==> src/design/numeric_text_value_parser_defines.svh <==
// ----------------------------------------------------------------------------
// Numeric text value parser: assertion macros
// Shared concurrent assertion forms, clocked on clock and disabled in reset.
// ----------------------------------------------------------------------------
`ifndef NUMERIC_TEXT_VALUE_PARSER_DEFINES_SVH
`define NUMERIC_TEXT_VALUE_PARSER_DEFINES_SVH

// Same-cycle implication: whenever cond holds, prop must hold.
`define NTVP_ASSERT_IMP(name, cond, prop) \
   name: assert property (@(posedge clock) disable iff (reset) (cond) |-> (prop)) \
      else $error("ntvp: same-cycle check failed");

// Next-cycle implication: whenever cond holds, prop must hold in the next cycle.
`define NTVP_ASSERT_NEXT(name, cond, prop) \
   name: assert property (@(posedge clock) disable iff (reset) (cond) |=> (prop)) \
      else $error("ntvp: next-cycle check failed");

`endif

==> src/design/ntvp_pkg.sv <==
// ----------------------------------------------------------------------------
// Numeric text value parser package
// Character classes, value kinds, status codes and limits shared by the
// front end, the queue and the parsing back end.
// ----------------------------------------------------------------------------
package ntvp_pkg;

   // Value kinds, as carried on req_func.
   localparam logic [1:0] KIND_I32  = 2'd0;
   localparam logic [1:0] KIND_U32  = 2'd1;
   localparam logic [1:0] KIND_U64  = 2'd2;
   localparam logic [1:0] KIND_IPV4 = 2'd3;

   // Result status codes.
   localparam logic [1:0] ST_OK       = 2'd0;
   localparam logic [1:0] ST_INVALID  = 2'd1;
   localparam logic [1:0] ST_OVERFLOW = 2'd2;

   // Byte counts reported on success.
   localparam logic [3:0] BYTES_WORD  = 4'd4;
   localparam logic [3:0] BYTES_DWORD = 4'd8;
   localparam logic [3:0] BYTES_NONE  = 4'd0;

   // Magnitude limits and their tenths, for the multiply-add overflow check.
   localparam logic [63:0] LIM_I32_POS   = 64'd2147483647;
   localparam logic [63:0] LIM_I32_NEG   = 64'd2147483648;
   localparam logic [63:0] LIM_U32       = 64'hFFFF_FFFF;
   localparam logic [63:0] LIM_U64       = 64'hFFFF_FFFF_FFFF_FFFF;
   localparam logic [63:0] LIM_I32_DIV10 = 64'd214748364;
   localparam logic [63:0] LIM_U32_DIV10 = 64'd429496729;
   localparam logic [63:0] LIM_U64_DIV10 = 64'd1844674407370955161;
   localparam logic [11:0] OCTET_MAX     = 12'd255;
   localparam logic [1:0]  OCTET_DIGITS  = 2'd3;
   localparam logic [1:0]  LAST_OCTET    = 2'd3;

   // Character classes decided by the front end.
   typedef enum logic [2:0] {
      CLS_NONE,
      CLS_BLANK,
      CLS_DIGIT,
      CLS_PLUS,
      CLS_MINUS,
      CLS_DOT,
      CLS_OTHER
   } char_class_type;

   // One classified item as it travels through the queue.
   typedef struct packed {
      logic [1:0]     kind;
      char_class_type cls;
      logic [3:0]     digit;
      logic           last;
   } entry_type;

endpackage

==> src/design/ntvp_front.sv <==
// ----------------------------------------------------------------------------
// Numeric text value parser: front end
// Accepts items from the request channel and classifies each character.
// ----------------------------------------------------------------------------
module ntvp_front
   import ntvp_pkg::*;
(
   input  logic       req_valid,
   input  logic [1:0] req_func,
   input  logic       req_has_char,
   input  logic [7:0] req_char_code,
   input  logic       req_last,
   input  logic       queue_full,
   output logic       req_stall,
   output logic       push,
   output entry_type  push_entry
);

   logic [7:0] digit_off;

   // The queue is the only place an item can wait.
   assign req_stall = queue_full;
   assign push      = req_valid && !queue_full;
   assign digit_off = req_char_code - 8'd48;

   // Character classification.
   always_comb begin
      push_entry.kind  = req_func;
      push_entry.last  = req_last;
      push_entry.digit = digit_off[3:0];
      if (!req_has_char) begin
         push_entry.cls = CLS_NONE;
      end else if (req_char_code == 8'd32 ||
                   (req_char_code >= 8'd9 && req_char_code <= 8'd13)) begin
         push_entry.cls = CLS_BLANK;
      end else if (req_char_code >= 8'd48 && req_char_code <= 8'd57) begin
         push_entry.cls = CLS_DIGIT;
      end else if (req_char_code == 8'd43) begin
         push_entry.cls = CLS_PLUS;
      end else if (req_char_code == 8'd45) begin
         push_entry.cls = CLS_MINUS;
      end else if (req_char_code == 8'd46) begin
         push_entry.cls = CLS_DOT;
      end else begin
         push_entry.cls = CLS_OTHER;
      end
   end

endmodule

==> src/design/ntvp_queue.sv <==
// ----------------------------------------------------------------------------
// Numeric text value parser: item queue
// Two-entry queue between the front end and the back end.
// ----------------------------------------------------------------------------
`include "numeric_text_value_parser_defines.svh"

module ntvp_queue
   import ntvp_pkg::*;
(
   input  logic      clock,
   input  logic      reset,
   input  logic      push,
   input  entry_type push_entry,
   input  logic      pop,
   output logic      full,
   output logic      not_empty,
   output entry_type head
);

   entry_type  slots_ff [2];
   logic       wr_ptr_ff;
   logic       rd_ptr_ff;
   logic [1:0] count_ff;
   logic [1:0] count_in;

   assign full      = (count_ff == 2'd2);
   assign not_empty = (count_ff != 2'd0);
   assign head      = slots_ff[rd_ptr_ff];

   // Occupancy follows pushes and pops.
   always_comb begin
      count_in = count_ff;
      if (push && !pop) begin
         count_in = count_ff + 2'd1;
      end else if (pop && !push) begin
         count_in = count_ff - 2'd1;
      end
   end

   // Pointers and occupancy.
   always_ff @(posedge clock) begin
      if (reset) begin
         wr_ptr_ff <= 1'b0;
         rd_ptr_ff <= 1'b0;
         count_ff  <= 2'd0;
      end else begin
         count_ff <= count_in;
         if (push) begin
            wr_ptr_ff <= ~wr_ptr_ff;
         end
         if (pop) begin
            rd_ptr_ff <= ~rd_ptr_ff;
         end
      end
   end

   // Entry storage.
   always_ff @(posedge clock) begin
      if (push) begin
         slots_ff[wr_ptr_ff] <= push_entry;
      end
   end

   `NTVP_ASSERT_IMP(a_pop_needs_item, pop, count_ff != 2'd0)
   `NTVP_ASSERT_IMP(a_ptrs_track_count, count_ff == 2'd0 || count_ff == 2'd2,
                    wr_ptr_ff == rd_ptr_ff)

endmodule

==> src/design/ntvp_back.sv <==
// ----------------------------------------------------------------------------
// Numeric text value parser: back end
// Runs the parse state machine on classified items and holds the result.
// ----------------------------------------------------------------------------
`include "numeric_text_value_parser_defines.svh"

module ntvp_back
   import ntvp_pkg::*;
(
   input  logic        clock,
   input  logic        reset,
   input  logic        q_not_empty,
   input  entry_type   q_head,
   output logic        pop,
   output logic        rsp_valid,
   input  logic        rsp_stall,
   output logic [63:0] rsp_parsed_value,
   output logic [3:0]  rsp_byte_count,
   output logic [1:0]  rsp_status
);

   typedef enum logic [2:0] {
      PH_START,
      PH_LEAD,
      PH_SIGN,
      PH_DIGITS,
      PH_TRAIL,
      PH_DOT
   } phase_type;

   phase_type   phase_ff, phase_in;
   logic [1:0]  kind_ff, kind_in;
   logic [63:0] acc_ff, acc_in;
   logic [8:0]  oct_ff, oct_in;
   logic [1:0]  dcnt_ff, dcnt_in;
   logic [1:0]  idx_ff, idx_in;
   logic        neg_ff, neg_in;
   logic [1:0]  err_ff, err_in;
   logic        rsp_valid_ff, rsp_valid_in;
   logic [63:0] value_ff, value_in;
   logic [3:0]  count_ff, count_in;
   logic [1:0]  status_ff, status_in;

   logic [1:0]  kind_eff;
   logic [63:0] lim;
   logic [63:0] lim_div10;
   logic [67:0] acc_next;
   logic [11:0] oct_next;
   logic [1:0]  dig_err;

   // An item moves on only when the result register has room.
   assign pop = q_not_empty && (!rsp_valid_ff || !rsp_stall);

   assign rsp_valid        = rsp_valid_ff;
   assign rsp_parsed_value = value_ff;
   assign rsp_byte_count   = count_ff;
   assign rsp_status       = status_ff;

   // The kind is latched from the first item of a text.
   assign kind_eff = (phase_ff == PH_START) ? q_head.kind : kind_ff;

   // Limits of the current kind.
   always_comb begin
      unique case (kind_eff)
         KIND_I32: begin
            lim       = neg_ff ? LIM_I32_NEG : LIM_I32_POS;
            lim_div10 = LIM_I32_DIV10;
         end
         KIND_U32: begin
            lim       = LIM_U32;
            lim_div10 = LIM_U32_DIV10;
         end
         default: begin
            lim       = LIM_U64;
            lim_div10 = LIM_U64_DIV10;
         end
      endcase
   end

   // Multiply by ten and add the digit, with its range checks.
   assign acc_next = {1'b0, acc_ff, 3'b000} + {3'b000, acc_ff, 1'b0} +
                     {64'd0, q_head.digit};
   assign oct_next = ({3'd0, oct_ff} << 3) + ({3'd0, oct_ff} << 1) +
                     {8'd0, q_head.digit};

   always_comb begin
      dig_err = ST_OK;
      if (kind_eff == KIND_IPV4) begin
         if (dcnt_ff >= OCTET_DIGITS) begin
            dig_err = ST_INVALID;
         end else if (oct_next > OCTET_MAX) begin
            dig_err = ST_OVERFLOW;
         end
      end else if (acc_ff > lim_div10 || acc_next > {4'd0, lim}) begin
         dig_err = ST_OVERFLOW;
      end
   end

   // Parse step for one item, and the result on the last one.
   always_comb begin
      logic digit_take;
      logic done;
      logic [63:0] packed_acc;

      phase_in     = phase_ff;
      kind_in      = kind_ff;
      acc_in       = acc_ff;
      oct_in       = oct_ff;
      dcnt_in      = dcnt_ff;
      idx_in       = idx_ff;
      neg_in       = neg_ff;
      err_in       = err_ff;
      value_in     = value_ff;
      count_in     = count_ff;
      status_in    = status_ff;
      rsp_valid_in = rsp_valid_ff && rsp_stall;
      digit_take   = 1'b0;
      done         = 1'b0;
      packed_acc   = acc_ff;

      if (pop) begin
         if (phase_ff == PH_START) begin
            kind_in  = q_head.kind;
            phase_in = PH_LEAD;
         end

         // Character handling while no error is latched.
         if (q_head.cls != CLS_NONE && err_ff == ST_OK) begin
            unique case (phase_in)
               PH_LEAD: begin
                  if (q_head.cls == CLS_DIGIT) begin
                     phase_in   = PH_DIGITS;
                     digit_take = 1'b1;
                  end else if (kind_in == KIND_I32 &&
                               (q_head.cls == CLS_PLUS || q_head.cls == CLS_MINUS)) begin
                     neg_in   = (q_head.cls == CLS_MINUS);
                     phase_in = PH_SIGN;
                  end else if (q_head.cls != CLS_BLANK) begin
                     err_in = ST_INVALID;
                  end
               end
               PH_SIGN: begin
                  if (q_head.cls == CLS_DIGIT) begin
                     phase_in   = PH_DIGITS;
                     digit_take = 1'b1;
                  end else if (q_head.cls != CLS_BLANK) begin
                     err_in = ST_INVALID;
                  end
               end
               PH_DIGITS: begin
                  if (q_head.cls == CLS_DIGIT) begin
                     digit_take = 1'b1;
                  end else if (q_head.cls == CLS_BLANK) begin
                     if (kind_in == KIND_IPV4 && idx_ff != LAST_OCTET) begin
                        err_in = ST_INVALID;
                     end else begin
                        phase_in = PH_TRAIL;
                     end
                  end else if (q_head.cls == CLS_DOT && kind_in == KIND_IPV4 &&
                               idx_ff != LAST_OCTET) begin
                     acc_in   = acc_ff | ({56'd0, oct_ff[7:0]} << {idx_ff, 3'b000});
                     idx_in   = idx_ff + 2'd1;
                     oct_in   = 9'd0;
                     dcnt_in  = 2'd0;
                     phase_in = PH_DOT;
                  end else begin
                     err_in = ST_INVALID;
                  end
               end
               PH_TRAIL: begin
                  if (q_head.cls != CLS_BLANK) begin
                     err_in = ST_INVALID;
                  end
               end
               PH_DOT: begin
                  if (q_head.cls == CLS_DIGIT) begin
                     phase_in   = PH_DIGITS;
                     digit_take = 1'b1;
                  end else begin
                     err_in = ST_INVALID;
                  end
               end
               default: begin
                  err_in = ST_INVALID;
               end
            endcase

            // Digit accumulation into the octet or the full value.
            if (digit_take) begin
               if (dig_err != ST_OK) begin
                  err_in = dig_err;
               end else if (kind_in == KIND_IPV4) begin
                  oct_in  = oct_next[8:0];
                  dcnt_in = dcnt_ff + 2'd1;
               end else begin
                  acc_in = acc_next[63:0];
               end
            end
         end

         // End of text: form the result and return to the start state.
         if (q_head.last) begin
            done = (phase_in == PH_DIGITS || phase_in == PH_TRAIL) &&
                   (kind_in != KIND_IPV4 || idx_in == LAST_OCTET);
            if (err_in == ST_OK && !done) begin
               err_in = ST_INVALID;
            end
            packed_acc = acc_in | ({56'd0, oct_in[7:0]} << {idx_in, 3'b000});
            value_in   = 64'd0;
            count_in   = BYTES_NONE;
            status_in  = err_in;
            if (err_in == ST_OK) begin
               if (kind_in == KIND_IPV4) begin
                  value_in = packed_acc;
                  count_in = BYTES_WORD;
               end else if (kind_in == KIND_U64) begin
                  value_in = acc_in;
                  count_in = BYTES_DWORD;
               end else if (kind_in == KIND_I32 && neg_in) begin
                  value_in = {32'd0, 32'd0 - acc_in[31:0]};
                  count_in = BYTES_WORD;
               end else begin
                  value_in = {32'd0, acc_in[31:0]};
                  count_in = BYTES_WORD;
               end
            end
            rsp_valid_in = 1'b1;
            phase_in     = PH_START;
            kind_in      = KIND_I32;
            acc_in       = 64'd0;
            oct_in       = 9'd0;
            dcnt_in      = 2'd0;
            idx_in       = 2'd0;
            neg_in       = 1'b0;
            err_in       = ST_OK;
         end
      end
   end

   // Parse state and result register.
   always_ff @(posedge clock) begin
      if (reset) begin
         phase_ff     <= PH_START;
         kind_ff      <= KIND_I32;
         acc_ff       <= 64'd0;
         oct_ff       <= 9'd0;
         dcnt_ff      <= 2'd0;
         idx_ff       <= 2'd0;
         neg_ff       <= 1'b0;
         err_ff       <= ST_OK;
         rsp_valid_ff <= 1'b0;
      end else begin
         phase_ff     <= phase_in;
         kind_ff      <= kind_in;
         acc_ff       <= acc_in;
         oct_ff       <= oct_in;
         dcnt_ff      <= dcnt_in;
         idx_ff       <= idx_in;
         neg_ff       <= neg_in;
         err_ff       <= err_in;
         rsp_valid_ff <= rsp_valid_in;
      end
      value_ff  <= value_in;
      count_ff  <= count_in;
      status_ff <= status_in;
   end

   `NTVP_ASSERT_IMP(a_error_gives_empty, rsp_valid_ff && status_ff != ST_OK,
                    count_ff == BYTES_NONE && value_ff == 64'd0)
   `NTVP_ASSERT_NEXT(a_last_restarts, pop && q_head.last,
                     phase_ff == PH_START && err_ff == ST_OK && rsp_valid_ff)

endmodule

==> src/design/numeric_text_value_parser.sv <==
// Flow: an accepted character is written into the queue and parsed when the back end pops it;
// the result of a last character is then registered onto rsp_*. Throughput: one character
// per cycle while no stalled result holds the back end; the parse step (multiply by ten, add,
// and a limit compare) sits in one stage of the back end. A two-entry queue decouples.
// Reset: synchronous, active high; clears the queue, parse state and rsp_valid.
// ----------------------------------------------------------------------------
// Numeric text value parser
// Parses a character stream as i32, u32, u64 or a dotted IPv4 address.
// ----------------------------------------------------------------------------
module numeric_text_value_parser
   import ntvp_pkg::*;
(
   input  logic        clock,
   input  logic        reset,
   input  logic        req_valid,
   output logic        req_stall,
   input  logic [1:0]  req_func,
   input  logic        req_has_char,
   input  logic [7:0]  req_char_code,
   input  logic        req_last,
   output logic        rsp_valid,
   input  logic        rsp_stall,
   output logic [63:0] rsp_parsed_value,
   output logic [3:0]  rsp_byte_count,
   output logic [1:0]  rsp_status
);

   logic      queue_full;
   logic      push;
   entry_type push_entry;
   logic      pop;
   logic      q_not_empty;
   entry_type q_head;

   // Front end: accept and classify.
   ntvp_front u_front (
      .req_valid     (req_valid),
      .req_func      (req_func),
      .req_has_char  (req_has_char),
      .req_char_code (req_char_code),
      .req_last      (req_last),
      .queue_full    (queue_full),
      .req_stall     (req_stall),
      .push          (push),
      .push_entry    (push_entry)
   );

   // Queue between the two halves.
   ntvp_queue u_queue (
      .clock      (clock),
      .reset      (reset),
      .push       (push),
      .push_entry (push_entry),
      .pop        (pop),
      .full       (queue_full),
      .not_empty  (q_not_empty),
      .head       (q_head)
   );

   // Back end: parse and deliver.
   ntvp_back u_back (
      .clock            (clock),
      .reset            (reset),
      .q_not_empty      (q_not_empty),
      .q_head           (q_head),
      .pop              (pop),
      .rsp_valid        (rsp_valid),
      .rsp_stall        (rsp_stall),
      .rsp_parsed_value (rsp_parsed_value),
      .rsp_byte_count   (rsp_byte_count),
      .rsp_status       (rsp_status)
   );

endmodule

==> config.mk <==
export PLATFORM = sky130hd
export DESIGN_NAME = numeric_text_value_parser
export DESIGN_NICKNAME = d
export VERILOG_FILES = /design/src/design/ntvp_pkg.sv /design/src/design/ntvp_front.sv /design/src/design/ntvp_queue.sv /design/src/design/ntvp_back.sv /design/src/design/numeric_text_value_parser.sv
export VERILOG_INCLUDE_DIRS = /design/src /design/src/design
export SDC_FILE = /design/constraint.sdc
export NUM_CORES = 1
export LEC_CHECK = 0
export BUFFER_PORTS_ARGS = -buffer_cell sky130_fd_sc_hd__buf_4
export CORE_MARGIN = 3
export CORE_UTILIZATION = 55
export CTS_CLUSTER_DIAMETER = 100
export DETAILED_ROUTE_END_ITERATION = 8
export MAX_ROUTING_LAYER = met4
export PLACE_DENSITY = 0.77
export SETUP_SLACK_MARGIN = 0.05
export SLEW_MARGIN = 5
export SYNTH_ARGS = -nofsm -noshare
export SYNTH_HDL_FRONTEND = slang
export SYNTH_SLANG_ARGS = --single-unit
==> constraint.sdc <==
create_clock -name clock -period 8.28 [get_ports clock]
set_input_delay 0.828 -clock clock [delete_from_list [all_inputs] [get_ports clock]]
set_output_delay 0.828 -clock clock [all_outputs]
set_load 0.01 [all_outputs]
==> metrics.log, run 1 <==
INFO  metric synthDominantAreaCellType = sky130_fd_sc_hd__ha_1
INFO  metric cts.htree.levels = 4
INFO  metric place_hpwl = 42,500 µm
INFO  metric pin_count = 88
INFO  metric irDropWorstVdd = ~0.27 mV
INFO  metric maxCapViolCount = 0
INFO  metric detailroute.via_count = 16.8k
INFO  metric clock-root-buffer = sky130_fd_sc_hd__clkbuf_16
INFO  metric grt_max_degree = 61
INFO  metric worst-path-stages = 33
INFO  metric post_route_cells_drive_above_1_share = 11.8%
INFO  metric max_stage_delay = 400 ps
INFO  metric p_leak = approximately 8.5 nW
INFO  metric min-delay-path-class = reg2reg
INFO  metric detail-route-antenna-nets = 0
INFO  metric rows = 63
INFO  metric total_congestion_overflow_after_global_routing = 0
INFO  metric clk_pin_slew = 70 ps
INFO  metric die_w = between 150 and 200 µm
INFO  metric drt_wl_total = 56,100 µm
INFO  metric area_growth = 11.5%
INFO  metric worstPathRequired = 8570 ps
INFO  metric postSynthRegisterBits = 179
INFO  metric timing.setup.critical_path_class = reg2reg
INFO  metric fmax = 127 MHz
INFO  metric synth_cell_types = 103
INFO  metric post_route_worst_setup_slack = about 400 ps
INFO  metric async_reset_ff_share = 0%
INFO  metric preCtsSetupSlack = -213 ps
INFO  metric via_density_per_instance = 6.71
INFO  metric die_height = around 180 µm
INFO  metric skew = 12.0 ps
INFO  metric kind_of_cell_with_the_highest_combined_delay_on_the_critical_path = compound AO/OA/AOI/OAI gates
INFO  metric post-route-min-period = 7880 ps
INFO  metric wl_per_cell = around 22 µm
INFO  metric ys.warnings.count = 0
INFO  metric nNetsFinal = 2,368
INFO  metric core_area = 30,000 µm²
INFO  metric routability_congestion_estimate_from_global_placement = 1.04
INFO  metric arrival_time_worst_endpoint = 8160 ps
INFO  metric final-hold-violation-count = 0
INFO  metric post_synth_instance_area = between 15,000 and 20,000 µm²
INFO  metric antenna_cells = 0
INFO  metric count_of_final_setup_violators = 0
INFO  metric clock_sinks = 179
INFO  metric initialDrtViolationCount = about 1.9k
INFO  metric synth_sequential_area_ratio = 26.5%
INFO  metric max_slew.worst_pin.slew = ~960 ps
INFO  metric fin_crit_sh = 95.1%
INFO  metric outcome = finished, final reports clean
INFO  metric die_area = roughly 33,000 µm²
INFO  metric grt_first_pass_wirelength = 87,900 µm
INFO  metric postCtsHoldBufs = 0
INFO  metric synth_cells = between 2k and 2.5k
INFO  metric worstPathMaxFanout = 20
INFO  metric yosys-top-cells-area = sky130_fd_sc_hd__ha_1, sky130_fd_sc_hd__edfxtp_1, sky130_fd_sc_hd__dfxtp_1
INFO  metric layoutNonFillerInstCount = 2,508
INFO  metric max_transition_viols_final = 0
INFO  metric synth_top_flop_cell = sky130_fd_sc_hd__dfxtp_1
INFO  metric tritoncts_clock_tree = done
INFO  metric fin_total_pwr = 4.03 mW
INFO  metric drt_pass1_iterations = 8
INFO  metric setup_repair_after_global_routing_missed_its_margin = no
INFO  metric synth_largest_type_area_fraction = 18.0%
INFO  metric cts_buffer_count = 17
INFO  metric critPathLaunchType = flop
INFO  metric worst_r2r_path_depth = 33
INFO  metric path_common_cell = sky130_fd_sc_hd__buf_4
INFO  metric timing.max_slew.rel_slack = about 36%
INFO  metric place.detailed.instances = about 2.5k
INFO  metric min_path_cells = 2
INFO  metric grt_antenna_before_repair = 0
INFO  metric syn_area_per_cell = 8.28 µm²
INFO  metric crit_path_top_delay_cell = sky130_fd_sc_hd__mux2_2
INFO  metric power-per-cell-area = ~210 nW/µm²
INFO  metric number_of_global_route_vias_before_repair = roughly 16k
INFO  metric synth-edff-count = 88
INFO  metric path_buf_inv = 8
INFO  metric globalRouteTotalUtil = 34.2%
INFO  metric portBuffers = 85
INFO  metric drc = 0
INFO  metric clkLatencyLatePin = 470 ps
INFO  metric cts.path.max_buffers = 2
INFO  metric initial_core_utilization = 56.3%
INFO  metric type_of_destination_of_the_critical_path = flop
## what timing repair did
action | CTS | global route
setup endpoints to repair | 17 | 82
pin swaps | 4 | 7
setup buffers | 2 | 6
resized for setup | 1 | 25
gates cloned | 0 | 2
## placed cells by master (no fill, tap or decap), drive strengths merged, types with 10 or more instances in the layout
cell type and count:
or2 10, dfxtp 91, nor2 237, buf 146, a21oi 222, xnor2 36, o21ai 106, xor2 27
nand2 168, o21a 19, nand2b 20, nand4 46, and3 13, a21o 27, nand3 46, a22oi 64
o31ai 13, nor2b 13, a221oi 15, ha 243, clkbuf 20, a31oi 22, nor4 21, edfxtp 88
a211oi 24, o211ai 21, mux2i 39, nor3 45, or3 14, inv 73, and2 21, mux2 15
## cells in the mapped netlist, types with 22 or more instances
cell and number:
sky130_fd_sc_hd__edfxtp_1 88, sky130_fd_sc_hd__a21o_1 27, sky130_fd_sc_hd__a31oi_1 22, sky130_fd_sc_hd__dfxtp_1 91, sky130_fd_sc_hd__clkbuf_1 76, sky130_fd_sc_hd__nand3_1 43
sky130_fd_sc_hd__nand2_1 166, sky130_fd_sc_hd__mux2i_1 37, sky130_fd_sc_hd__ha_1 243, sky130_fd_sc_hd__a211oi_1 23, sky130_fd_sc_hd__xor2_1 27, sky130_fd_sc_hd__nand4_1 45
sky130_fd_sc_hd__xnor2_1 36, sky130_fd_sc_hd__a21oi_1 218, sky130_fd_sc_hd__inv_1 65, sky130_fd_sc_hd__a22oi_1 64, sky130_fd_sc_hd__nor3_1 45, sky130_fd_sc_hd__nor2_1 237
sky130_fd_sc_hd__o21ai_0 97
## path summary, 6_finish.rpt
check	start	slack, ps	end
max	flop	400	u_back.rsp_parsed_value[31]
min	u_back.rsp_valid	510	u_back.rsp_valid
max reg2reg	flop	400	u_back.rsp_parsed_value[31]
min reg2reg	u_back.rsp_valid	510	u_back.rsp_valid
## state kept, by name, summed over array words and instances, names as in the netlist, 2 cells and up, named ones only
| name | count |
|---|---|
| u_back.idx_ff | 2 |
| u_back.rsp_byte_count | 2 |
| u_back.acc_ff | 64 |
| u_back.kind_ff | 2 |
| u_queue.slots_ff | 20 |
| u_queue.count_ff | 2 |
| u_back.oct_ff | 9 |
| u_back.err_ff | 2 |
| u_back.dcnt_ff | 2 |
| u_back.phase_ff | 3 |
| u_back.rsp_status | 2 |
| u_back.rsp_parsed_value | 64 |
## layout make-up
cell class	count	area, µm²
Clock buffer	19	454
Multi-Input combinational cell	1693	11900
Inverter	67	251
Fill cell	2678	11200
Sequential cell	179	4460
Tap cell	390	488
Clock inverter	13	115
Timing Repair Buffer	147	1150
## kinds of logic after synthesis
logic type      share of synthesized area, %
other cells                           0.0223
flops                                   26.5
simple gates                            19.7
buf+inv                                 3.94
fa+ha+maj                               18.5
xor+xnor                                3.27
mux                                     3.44
compound gates                          24.7
## metrics by stage
| step | area (µm²) | TNS [ps] | util, % | hold WS, ps |
|---|---|---|---|---|
| after floorplan | 16900 | 0 | - | 471 |
| after global placement | 18000 | 0 | 60.1 | 482 |
| after detailed placement | 18000 | -1150 | 60.1 | 500 |
| after CTS | 18600 | 0 | 62.1 | 517 |
| after global routing | 18800 | 0 | 62.7 | 534 |
| final | 18800 | 0 | 62.7 | 510 |
## worst reg2reg max path: cells and delay by family (launching register included)
family | cells | cell delay [ps]
mux | 2 | 800
fa+ha+maj | 4 | 1170
compound gates | 10 | 2060
simple gates | 8 | 1660
buf+inv | 8 | 1480
flops | 1 | 340
xor+xnor | 1 | 180
## report_power, final
part / internal (mW) / total, mW / switching, mW
clock: 0.412 / 0.826 / 0.415
sequential: 1.09 / 1.16 / 0.0762
combinational: 0.692 / 2.04 / 1.35
total: 2.19 / 4.03 / 1.84
## layer usage
layer  wire (µm)  vias up  global-route usage, %
li1            -     7831                      -
met3        5310      156                   4.81
met2       24300      874                   49.8
met1       24600     7975                   48.6
met4        2000        0                   12.3
met5           0        -                      -
Power figures use the tool's default switching activity.
==> run 2, diff against run 1 <==
--- a/config.mk
+++ b/config.mk
@@ -7,12 +7,14 @@
 export NUM_CORES = 1
 export LEC_CHECK = 0
 export BUFFER_PORTS_ARGS = -buffer_cell sky130_fd_sc_hd__buf_4
+export CELL_PAD_IN_SITES_DETAIL_PLACEMENT = 1
+export CELL_PAD_IN_SITES_GLOBAL_PLACEMENT = 1
 export CORE_MARGIN = 3
-export CORE_UTILIZATION = 55
+export CORE_UTILIZATION = 44
 export CTS_CLUSTER_DIAMETER = 100
 export DETAILED_ROUTE_END_ITERATION = 8
 export MAX_ROUTING_LAYER = met4
-export PLACE_DENSITY = 0.77
+export PLACE_DENSITY = 0.8
 export SETUP_SLACK_MARGIN = 0.05
 export SLEW_MARGIN = 5
 export SYNTH_ARGS = -nofsm -noshare
==> metrics.log, run 2 (synthesized netlist as in run 1, its figures left out) <==
INFO  metric drt_wl_total = 65,600 µm (+17%)
INFO  metric worstPathMaxFanout = 4 (-80%)
INFO  metric tritoncts_clock_tree = done
INFO  metric number_of_global_route_vias_before_repair = 17.1k (+8.8%)
INFO  metric die_w = 202 µm (+11%)
INFO  metric p_leak = 8.68 nW (+1.8%)
INFO  metric rows = 71 (+13%)
INFO  metric pin_count = 88 (unchanged)
INFO  metric initialDrtViolationCount = 1,500 (-22%)
INFO  metric portBuffers = 85 (unchanged)
INFO  metric post-route-min-period = 7890 ps (+18.4 ps)
INFO  metric max_transition_viols_final = 0 (unchanged)
INFO  metric timing.max_slew.rel_slack = 35.2% (-0.44 points)
INFO  metric area.sequential = 4470 µm² (+0.11%)
INFO  metric filler_cell_count = 4,536 (+69%)
INFO  metric detailed_place.area = 18,400 µm² (+1.9%)
INFO  metric arrival_time_worst_endpoint = 8120 ps (-40 ps)
INFO  metric crit_path_top_delay_cell = sky130_fd_sc_hd__fa_2
INFO  metric finalInstanceArea = 19,200 µm² (+2.4%)
INFO  metric fmax = 127 MHz (-0.23%)
INFO  metric place_hpwl = 50,300 µm (+19%)
INFO  metric die_height = 202 µm (+11%)
INFO  metric fin_crit_sh = 95.3% (+0.22 points)
INFO  metric top_layer_used = met4
INFO  metric cts.htree.levels = 4 (unchanged)
INFO  metric wl_per_cell = 24.7 µm (+10%)
INFO  metric detail_route.wirelength.met1 = 30,300 µm (+24%)
INFO  metric maxCapViolCount = 0 (unchanged)
INFO  metric routability_congestion_estimate_from_global_placement = 1.00 (-3.8%)
INFO  metric total_congestion_overflow_after_global_routing = 0 (unchanged)
INFO  metric via_density_per_instance = 6.44 (-4.1%)
INFO  metric count_of_final_setup_violators = 0 (unchanged)
INFO  metric grt_first_pass_wirelength = 100,000 µm (+14%)
INFO  metric antenna_cells = 0 (unchanged)
INFO  metric detailroute.via_count = 17.1k (+1.5%)
INFO  metric layoutNonFillerInstCount = 2,655 (+5.9%)
INFO  metric min_path_cells = 2 (unchanged)
INFO  metric grt_max_degree = 68 (+11%)
INFO  metric final_cell_mix = sky130_fd_sc_hd__ha_1, sky130_fd_sc_hd__nor2_1, sky130_fd_sc_hd__a21oi_1
INFO  metric post_route_cells_drive_above_1_share = 13.9% (+2.0 points)
INFO  metric worstPathRequired = 8500 ps (-70 ps)
INFO  metric clock_sinks = 179 (unchanged)
INFO  metric globalRouteTotalUtil = 32.2% (-2.0 points)
INFO  metric met3WireLength = 4380 µm (-18%)
INFO  metric cts_buffer_count = 17 (unchanged)
INFO  metric area_of_the_multi_input_gates = 12,000 µm² (+0.89%)
INFO  metric final-hold-violation-count = 0 (unchanged)
INFO  metric drc = 0 (unchanged)
INFO  metric type_of_destination_of_the_critical_path = flop
INFO  metric met2RoutedLength = 29,300 µm (+21%)
INFO  metric min-delay-path-class = reg2reg
INFO  metric clk_pin_slew = 80 ps (about the same)
INFO  metric die_area = 40,700 µm² (+24%)
INFO  metric power-per-cell-area = 222 nW/µm² (+3.6%)
INFO  metric irDropWorstVdd = 0.179 mV (-35%)
INFO  metric path_common_cell = sky130_fd_sc_hd__buf_4
INFO  metric mostFrequentLayoutCell = sky130_fd_sc_hd__ha_1
INFO  metric drt_pass1_iterations = 5 (-3)
INFO  metric timing.setup.critical_path_class = reg2reg
INFO  metric outcome = finished, final reports clean
INFO  metric cts.path.max_buffers = 2 (unchanged)
INFO  metric area_growth = 14.2%
INFO  metric skew = 13.5 ps (+1.50 ps)
INFO  metric worst_r2r_path_depth = 34 (+3.0%)
INFO  metric grt_antenna_before_repair = 1 (+1)
INFO  metric place.detailed.instances = 2,610 (+5.8%)
INFO  metric fin_total_pwr = 4.28 mW (+6.1%)
INFO  metric max_slew.worst_pin.slew = 944 ps (-17.9 ps)
INFO  metric initial_core_utilization = 44.7% (-12 points)
INFO  metric clkLatencyLatePin = 470 ps (about the same)
INFO  metric postCtsHoldBufs = 0 (unchanged)
INFO  metric core_area = 37,700 µm² (+26%)
INFO  metric nNetsFinal = 2,394 (+1.1%)
INFO  metric critPathLaunchType = flop
INFO  metric finish.utilization = 51.1% (-12 points)
INFO  metric detail-route-antenna-nets = 0 (unchanged)
INFO  metric max_stage_delay = 620 ps (+220 ps)
INFO  metric clock-root-buffer = sky130_fd_sc_hd__clkbuf_16
==> run 2: changes by cell type in the layout (fill, tap and decap cells not counted), moves of 3 or more <==
cell | previous run | this run
sky130_fd_sc_hd__nor3_2 | 1 | 4
sky130_fd_sc_hd__buf_6 | 0 | 4
sky130_fd_sc_hd__dfxtp_1 | 91 | 87
sky130_fd_sc_hd__dfxtp_2 | 0 | 4
sky130_fd_sc_hd__a211oi_2 | 0 | 3
sky130_fd_sc_hd__buf_4 | 144 | 167
sky130_fd_sc_hd__clkinv_4 | 0 | 3
sky130_fd_sc_hd__a211oi_1 | 23 | 20
==> run 2: path summary, 6_finish.rpt <==
kind	slack, ps	from	endpoint
worst max-delay path	390	u_queue.slots_ff[0][4]	u_back.rsp_parsed_value[8]
worst min-delay path	520	u_back.oct_ff[8]	u_back.oct_ff[8]
worst max register to register	390	u_queue.slots_ff[0][4]	u_back.rsp_parsed_value[8]
worst min register to register	520	u_back.oct_ff[8]	u_back.oct_ff[8]
==> run 2: layout make-up <==
type / count / share of cell area [%]
clock buffer: 17 / 2.21
clock inverter: 15 / 0.631
inverter: 67 / 1.31
multi-input combinational: 1692 / 62.2
sequential: 179 / 23.2
tap: 511 / 3.32
timing repair buffer: 174 / 7.06
==> run 2: metrics by stage <==
stage	hold WS, ps	worst slack [ps]	setup TNS (ps)
floorplan	471	98.1	0
global placement	485	24.7	0
detailed placement	509	-209	-1130
CTS	520	51.4	0
global route	545	-20.2	-20.2
finish	517	386	0
==> run 2: worst max-delay path, delay by kind of cell (launching register included) <==
kind | cells | cell delay, ps
AOI/OAI and AO/OA | 13 | 2800
xor gates and xnor gates | 1 | 240
adders and majority gates | 3 | 1370
buffers and inverters | 7 | 1050
DFF | 1 | 380
muxes | 1 | 340
and+or+nand+nor | 9 | 1460
==> run 2: timing repair <==
action | CTS | global route
endpoints found under the setup margin | 16 | 89
pin swaps | 1 | 25
setup buffers | 1 | 12
gates resized for setup | 5 | 47
==> run 2: per-layer routing <==
metal / global-route usage, % / up-vias
li1: - / 7870
met1: 45.2 / 8510
met2: 49.8 / 618
met3: 3.58 / 97
met4: 8.02 / 0
met5: - / -
==> run 2: report_power, final <==
part	internal (mW)	switching, mW
logic	0.801	1.48
clock network	0.392	0.416
registers	1.09	0.0956
total	2.28	1.99
